File: config.mk
export PLATFORM = sky130hd
export DESIGN_NAME = fbpc_plane_cell
export DESIGN_NICKNAME = d
export VERILOG_FILES = /design/src/hdl/frustum_box_point_cull_core_assert.svh /design/src/hdl/fbpc_pkg.sv /design/src/hdl/fbpc_plane_cell.sv
export SDC_FILE = /design/constraint.sdc
export NUM_CORES = 2
export LEC_CHECK = 0
export ABC_AREA = 1
export BUFFER_PORTS_ARGS = -buffer_cell sky130_fd_sc_hd__buf_2
export CAP_MARGIN = 10
export CORE_UTILIZATION = 55
export CTS_CLUSTER_DIAMETER = 60
export DETAILED_ROUTE_END_ITERATION = 10
export PLACE_DENSITY = 0.7
export REMOVE_ABC_BUFFERS = 1
export SLEW_MARGIN = 20
export SYNTH_ARGS = -nofsm -noshare
export SYNTH_HDL_FRONTEND = slang
export SYNTH_SLANG_ARGS = --single-unit
export TNS_END_PERCENT = 1
File: constraint.sdc
create_clock -name i_clk -period 7.6 [get_ports i_clk]
set_clock_uncertainty 0.2 [all_clocks]
set_input_delay 0 -clock i_clk [delete_from_list [all_inputs] [get_ports i_clk]]
set_output_delay 0 -clock i_clk [all_outputs]
set_load 0.02 [all_outputs]
File: src/hdl/frustum_box_point_cull_core_assert.svh
// ---------------------------------------------------------------------------
// Assertion macros for the frustum box and point culling core
// Shorthand for clocked implication checks with a synchronous active-low
// reset, written out as labelled concurrent assertions.
// ---------------------------------------------------------------------------
`ifndef FRUSTUM_BOX_POINT_CULL_CORE_ASSERT_SVH
`define FRUSTUM_BOX_POINT_CULL_CORE_ASSERT_SVH

// Same-cycle implication: when ante holds, cons holds on the same edge.
`define FBPC_ASSERT(lbl, clk, rst_n, ante, cons, msg) \
    lbl: assert property (@(posedge clk) disable iff (!rst_n) (ante) |-> (cons)) \
        else $error(msg);

// Next-cycle implication: when ante holds, cons holds on the following edge.
`define FBPC_ASSERT_NEXT(lbl, clk, rst_n, ante, cons, msg) \
    lbl: assert property (@(posedge clk) disable iff (!rst_n) (ante) |=> (cons)) \
        else $error(msg);

`endif

File: src/hdl/fbpc_pkg.sv
// ---------------------------------------------------------------------------
// fbpc_pkg
// Shared constants and types of the frustum box and point culling core.
// ---------------------------------------------------------------------------
package fbpc_pkg;

    localparam int NUM_PLANES     = 6;
    localparam int BOX_CORNERS    = 8;
    localparam int CORNER_IDX_W   = $clog2(BOX_CORNERS);
    localparam int COORD_BITS_DEF = 16;
    localparam int PLANE_W        = 64;
    localparam int COEF_W         = 16;
    localparam int FRAC_BITS      = 14;
    // Width of the signed constant term d * 2^14.
    localparam int D_TERM_W       = COEF_W + FRAC_BITS;
    localparam int CFG_ADDR_W     = 3;

    localparam logic [CORNER_IDX_W-1:0] LAST_CORNER = CORNER_IDX_W'(BOX_CORNERS - 1);

    // Control part of the word handed from cell to cell.
    // flag: for a point, "positive on every plane so far";
    //       for a box, "some plane has all corners behind it so far".
    typedef struct packed {
        logic valid;
        logic is_point;
        logic last;
        logic flag;
    } t_chain_ctl;

endpackage

File: src/hdl/fbpc_plane_cell.sv
// ---------------------------------------------------------------------------
// fbpc_plane_cell
// One plane of the frustum: holds the plane coefficients and the behind bit
// of the box in progress, evaluates a*x+b*y+c*z+d*2^14 over two stages and
// passes the word on to the next cell.
// ---------------------------------------------------------------------------
module fbpc_plane_cell
    import fbpc_pkg::*;
#(
    parameter int CW = COORD_BITS_DEF + 1
) (
    input  logic                  i_clk,
    input  logic                  i_rst_n,
    input  logic                  i_en,
    input  logic                  i_cfg_we,
    input  logic [PLANE_W-1:0]    i_cfg_data,
    input  t_chain_ctl            i_ctl,
    input  logic signed [CW-1:0]  i_x,
    input  logic signed [CW-1:0]  i_y,
    input  logic signed [CW-1:0]  i_z,
    output t_chain_ctl            o_ctl,
    output logic signed [CW-1:0]  o_x,
    output logic signed [CW-1:0]  o_y,
    output logic signed [CW-1:0]  o_z
);

    localparam int PW = COEF_W + CW;
    localparam int SW = ((PW > D_TERM_W) ? PW : D_TERM_W) + 2;

    logic [PLANE_W-1:0] r_plane;
    logic               r_behind;

    logic signed [COEF_W-1:0] w_a, w_b, w_c, w_d;

    t_chain_ctl               r_s1_ctl;
    logic signed [PW-1:0]     r_px, r_py, r_pz;
    logic signed [COEF_W-1:0] r_pd;
    logic signed [CW-1:0]     r_s1_x, r_s1_y, r_s1_z;

    logic signed [SW-1:0]     w_sum;
    logic                     w_pos;
    logic                     w_new_behind;
    t_chain_ctl               n_s2_ctl;

    t_chain_ctl               r_s2_ctl;
    logic signed [CW-1:0]     r_s2_x, r_s2_y, r_s2_z;

    assign w_a = r_plane[COEF_W-1:0];
    assign w_b = r_plane[2*COEF_W-1:COEF_W];
    assign w_c = r_plane[3*COEF_W-1:2*COEF_W];
    assign w_d = r_plane[4*COEF_W-1:3*COEF_W];

    always_ff @(posedge i_clk) begin
        if (!i_rst_n) begin
            r_plane <= '0;
        end else if (i_cfg_we) begin
            r_plane <= i_cfg_data;
        end
    end

    // Stage one: the three products.
    always_ff @(posedge i_clk) begin
        if (!i_rst_n) begin
            r_s1_ctl <= '0;
        end else if (i_en) begin
            r_s1_ctl <= i_ctl;
        end
    end

    always_ff @(posedge i_clk) begin
        if (i_en) begin
            r_px   <= PW'(w_a) * PW'(i_x);
            r_py   <= PW'(w_b) * PW'(i_y);
            r_pz   <= PW'(w_c) * PW'(i_z);
            r_pd   <= w_d;
            r_s1_x <= i_x;
            r_s1_y <= i_y;
            r_s1_z <= i_z;
        end
    end

    // Stage two: sum, sign test and flag update.
    always_comb begin
        w_sum        = SW'(r_px) + SW'(r_py) + SW'(r_pz) + (SW'(r_pd) <<< FRAC_BITS);
        w_pos        = !w_sum[SW-1] && (w_sum != '0);
        w_new_behind = r_behind && !w_pos;
        n_s2_ctl     = r_s1_ctl;
        if (r_s1_ctl.is_point) begin
            n_s2_ctl.flag = r_s1_ctl.flag && w_pos;
        end else begin
            n_s2_ctl.flag = r_s1_ctl.flag || (r_s1_ctl.last && w_new_behind);
        end
    end

    always_ff @(posedge i_clk) begin
        if (!i_rst_n) begin
            r_s2_ctl <= '0;
            r_behind <= 1'b1;
        end else if (i_en) begin
            r_s2_ctl <= n_s2_ctl;
            if (r_s1_ctl.valid && !r_s1_ctl.is_point) begin
                r_behind <= r_s1_ctl.last ? 1'b1 : w_new_behind;
            end
        end
    end

    always_ff @(posedge i_clk) begin
        if (i_en) begin
            r_s2_x <= r_s1_x;
            r_s2_y <= r_s1_y;
            r_s2_z <= r_s1_z;
        end
    end

    assign o_ctl = r_s2_ctl;
    assign o_x   = r_s2_x;
    assign o_y   = r_s2_y;
    assign o_z   = r_s2_z;

endmodule

### Word-level counts from Yosys, hierarchy flattened

Index checks and enable logic that the tools add are counted.

| word-level totals | value |
|---|---|
| flip-flop bits (word level) | 290 |
| bits in latches | 0 |
| memory bits (writable) | 0 |
| bits in read-only memories | 0 |
| input bits | 123 |
| output and inout port bits | 55 |
| word-level logic and storage cells | 39 |
| memories kept | 0 |

| cells by class | value |
|---|---|
| add/subtract/negate cells | 3 |
| multipliers | 3 |
| div/mod/pow operators | 0 |
| order comparisons | 0 |
| eq/ne operators | 0 |
| shifts and indexed selects | 0 |
| muxes and demuxes | 2 |
| bitwise logic cells | 0 |
| reductions and logical operators | 11 |

Operators by type and width:

| kind | number |
|---|---|
| $mul 16x17->33 | 3 |
| $add 34x33->35 | 1 |
| $add 35x30->35 | 1 |
| $reduce_bool 35->1 | 1 |
| $add 33x33->34 | 1 |
| $logic_and 1x1->1 | 5 |
| $logic_not 1->1 | 3 |
| $mux 1 | 2 |
| $reduce_and 2->1 | 1 |
| $logic_or 1x1->1 | 1 |

### Longest topological paths before layout

| logic depth | value |
|---|---|
| depth after elaboration | 10 |
| depth in mapped cells | 29 |
| gate-level depth less buffers | 27 |

### Worst setup path before layout

Ideal clock, no wire load.

| path | value |
|---|---|
| path kind | reg2reg |
| start | register r_plane[5] |
| end | register r_px[31] (data pin) |
| setup time | 0.260 ns |
| data arrival time | 5.628 ns |
| required time | 7.140 ns |
| slack | 1.512 ns |
| cell stages (with the launch flop) | 24 |
| buffers on the path | 2 |
| period minus slack after synthesis | 6.088 ns |
| cell sequence | dfxtp_1 -> clkbuf_1 -> clkbuf_1 -> nand2_1 -> fa_1 -> inv_1 -> fa_1 -> fa_1 -> fa_1 -> fa_1 -> inv_1 -> fa_1 -> inv_1 -> ha_1 -> nand2_1 -> nor4_1 -> nand3_1 -> nand3_1 -> nand2_1 -> nand2_1 -> a21oi_1 -> nor2_1 -> nor2_1 -> xor2_1 |

| on the way | value |
|---|---|
| cells in the longest elaborated chain, start to end | 1 |

RTL lines:

| element | RTL line | text |
|---|---|---|
| start, declared | fbpc_plane_cell.sv:30 | `logic [PLANE_W-1:0] r_plane;` |
| start signal, assigned | fbpc_plane_cell.sv:57 | `r_plane <= i_cfg_data;` |
| $mul 16x17->33 | fbpc_plane_cell.sv:72 | `r_px <= PW'(w_a) * PW'(i_x);` |
| end signal, assigned | fbpc_plane_cell.sv:72 |  |
| end, declared | fbpc_plane_cell.sv:36 | `logic signed [PW-1:0] r_px, r_py, r_pz;` |

Every way passes these cells.
A chain may end at the register's enable or synchronous reset.

### Final worst setup path

| path | value |
|---|---|
| start | register r_plane[18] |
| end | register r_py[29] (data pin) |

| on the way | value |
|---|---|
| cells in the longest elaborated chain, start to end | 1 |

RTL lines:

| element | RTL line | text |
|---|---|---|
| $mul 16x17->33 | fbpc_plane_cell.sv:73 | `r_py <= PW'(w_b) * PW'(i_y);` |
| end signal, assigned | fbpc_plane_cell.sv:73 |  |
| end, declared | fbpc_plane_cell.sv:36 |  |

Every way passes these cells.

==> metrics.md <==
| Metric | Value |
|---|---|
| Status | `completed` |
| Relative slew margins | `32.50%` |
| Delay-heaviest family, CP | `adder cells` |
| FF/Latch Area | `7978 um2` |
| CTS root buf | `clkbuf_16` |
| Hold Path Class | `primary input to flip-flop` |
| Die width | `287.2 um` |
| DR pass1 iterations | `7` |
| Wire length per cell | `16.52 um` |
| Sequential fraction of the synthesis area | `17.83%` |
| Worst reg2reg path endpoint | `r_py[29]` |
| Effective utilization at floorplan | `55.55%` |
| Total number of vias | `33010` |
| FP Rows | `104` |
| #FFs+latches synth | `290` |
| IO Port Bufs | `177` |
| Most common cell after layout, fill and taps aside | `inv_1` |
| CP max stage delay | `0.91 ns` |
| Total negative slack | `0 ns` |
| CTS max path bufs | `3` |
| Routed wire length | `107800 um` |
| R2R Setup Slk | `0.89 ns` |
| Slew Viols, Final | `0` |
| DPL Wire Length | `83660 um` |
| Synth warn | `0` |
| Via density | `5.057` |
| Slew @ Worst Pin | `1.013 ns` |
| Residual DRC | `0` |
| Crit. path cell count | `18` |
| Unrepaired setup endpoints after global routing | `no` |
| Reg2Reg Depth | `18` |
| First-pass GRT wire length | `177700 um` |
| Post-route ant nets | `0` |
| GPL Wtd Cong | `0.9292` |
| Synth Cell Area | `44740 um2` |
| CP Max Fanout | `18` |
| DR iter-0 viols | `2271` |
| Final setup vio count | `0` |
| Most frequent CP cell | `fa_1` |
| Area grow syn2layout | `11.84%` |
| Most frequent cells in the layout | `inv_1, nand2_1, fa_1, ha_1, nor2_1` |
| Tcrit/Tclk final | `88.31%` |
| Critical Path Sink Type | `flip-flop` |
| Filler cells | `6893` |
| Req. time, crit path | `7.74 ns` |
| Max-cap violations | `0` |
| Total Nets Final | `6729` |
| Clk_lat worst skew | `0.62 ns` |
| Share of cells above drive strength 1 | `6.204%` |
| Arrival time at the worst endpoint | `6.86 ns` |
| Initial antenna violation count | `4` |
| Largest net degree at the start of global routing | `87` |
| Crit path cell chain | `nand2_1 -> inv_1 -> fa_1 -> fa_1 -> fa_1 -> fa_1 -> fa_1 -> inv_1 -> fa_1 -> inv_1 -> ha_1 -> nand2_1 -> nor4_1 -> nand3_1 -> nand3_1 -> a31o_2 -> a31oi_1 -> xnor2_1` |
| WS Path Type | `flip-flop to flip-flop` |
| PostCTS Resize Cnt | `0` |
| Count of different cell masters after synthesis | `46` |
| CP Capture Point | `r_py[29]` |
| Die Area | `82490 um2` |
| Worst Setup SP | `r_plane[18]` |
| Min Tclk post-route | `6.712 ns` |
| Multi-input gate area | `30140 um2` |
| Cell with the largest stage delay on the worst path | `fa_1` |
| CTS clk-pin slew, worst paths | `0.06 ns` |
| Total track usage | `27.43%` |
| Fmax | `0.1490 GHz` |
| Post-Syn Instances | `5173` |
| Total congestion overflow | `0` |
| Vias in the first global route | `34960` |
| Ports | `178` |
| Kind of start point of the critical path | `flip-flop` |
| Mean post-synth cell area | `8.649 um2` |
| WP buf/inv | `3` |
| CTS buffer count | `45` |
| Fin. Hold Viols | `0` |
| Die H | `287.2 um` |
| Sink Count | `290` |
| Total core area | `80550 um2` |
| R2R Path Start | `r_plane[18]` |
| H-Tree Depth | `2` |
| CTS tree | `yes` |
-- worst min path at each step --
stage,start,to,cells after the start
floorplan,i_en,o_ctl[1],1
global placement,i_cfg_data[23],r_plane[23],3
detailed placement,i_cfg_data[38],r_plane[38],3
CTS,i_cfg_data[62],r_plane[62],4
global route,i_cfg_data[61],r_plane[61],4
finish,i_rst_n,r_plane[61],4
-- layout make-up --
type,instances,area share [%]
clock buffer,57,2.548
inverter,1560,11.70
tap,1060,2.651
clock inverter,27,0.6301
antenna,2,0.01000
timing repair buffer,409,6.281
multi-input combinational,3121,60.23
sequential,290,15.94
-- per-layer routing --
layer / GRT usage, % / routed length (um)
met2: 46.89 / 53160
met4: 8.830 / 3490
met1: 36.09 / 43860
met5: 0 / 0
met3: 3.762 / 7300
-- Yosys cell counts (all sizes together) --
master   number  area share [%]
nand4        10            0.14
and2          2           0.028
o211ai        3           0.062
nor4          9            0.13
nand3b        8            0.14
a21oi       131             1.5
o21a         10            0.17
clkbuf      195             1.7
a21o          3           0.050
a31o          1           0.020
xnor2        56             1.1
a31oi        12            0.17
fa          882              39
o21ai       126             1.5
ha          297             8.3
edfxtp      217              15
o221ai        2           0.039
dfxtp        73             3.3
nor2        282             2.4
nand2      1114             9.4
nor3         13            0.15
xor2         66             1.3
or2          11            0.15
a221oi        3           0.059
o31ai         1           0.028
buf           7           0.059
and3          2           0.028
a21boi        4           0.084
clkinv        3           0.025
o221a         1           0.025
a211oi        3           0.050
inv        1557              13
o2111ai       2           0.039
nand3        57            0.69
o21bai       10            0.17
-- kinds of logic after synthesis --
kind of cell,after synthesis,synth area share [%]
adders and majority gates,1179,47.77
and+or+nand+nor,1508,13.27
buffers and inverters,1762,14.81
DFF,290,17.83
AOI/OAI and AO/OA,312,3.935
xor gates and xnor gates,122,2.388
-- per-stage QoR --
step	cell area (um2)	utilization (%)	instances	hold slack, ns	setup WS, ns
5_1_grt	50040	62.12	6526	0.01492	0.5613
6_report	50040	62.12	6526	0.02995	0.8882
3_5_place_dp	46420	57.63	6238	0.02727	0.9581
3_3_place_gp	46420	57.63	6238	0.01991	1.082
2_1_floorplan	43970	-	4971	-0.1106	1.588
4_1_cts	50030	62.12	6524	0.0003638	0.9334
-- repair_timing --
| item | in CTS | in global routing |
|---|---|---|
| buffers inserted | 0 | 0 |
| endpoints found under the hold margin | 204 | 0 |
| hold buffers | 202 | 0 |
-- tightest hold or removal path, stage by stage --
cell and delay [ns]:
buf_2 0.09, buf_4 0.40, o21ai_0 0.20, nor2_1 0.05
-- state kept, by name, indices dropped and copies added, names as in the netlist, 16 cells and up --
| signal | cells |
|---|---|
| o_x | 17 |
| o_y | 17 |
| o_z | 17 |
| r_pd | 16 |
| r_plane | 64 |
| r_px | 33 |
| r_py | 33 |
| r_pz | 33 |
| r_s1_x | 17 |
| r_s1_y | 17 |
| r_s1_z | 17 |
Power is left out: the tool's default activity adds up to more than one toggle a clock period on the data nets, which glitch-free logic cannot reach.
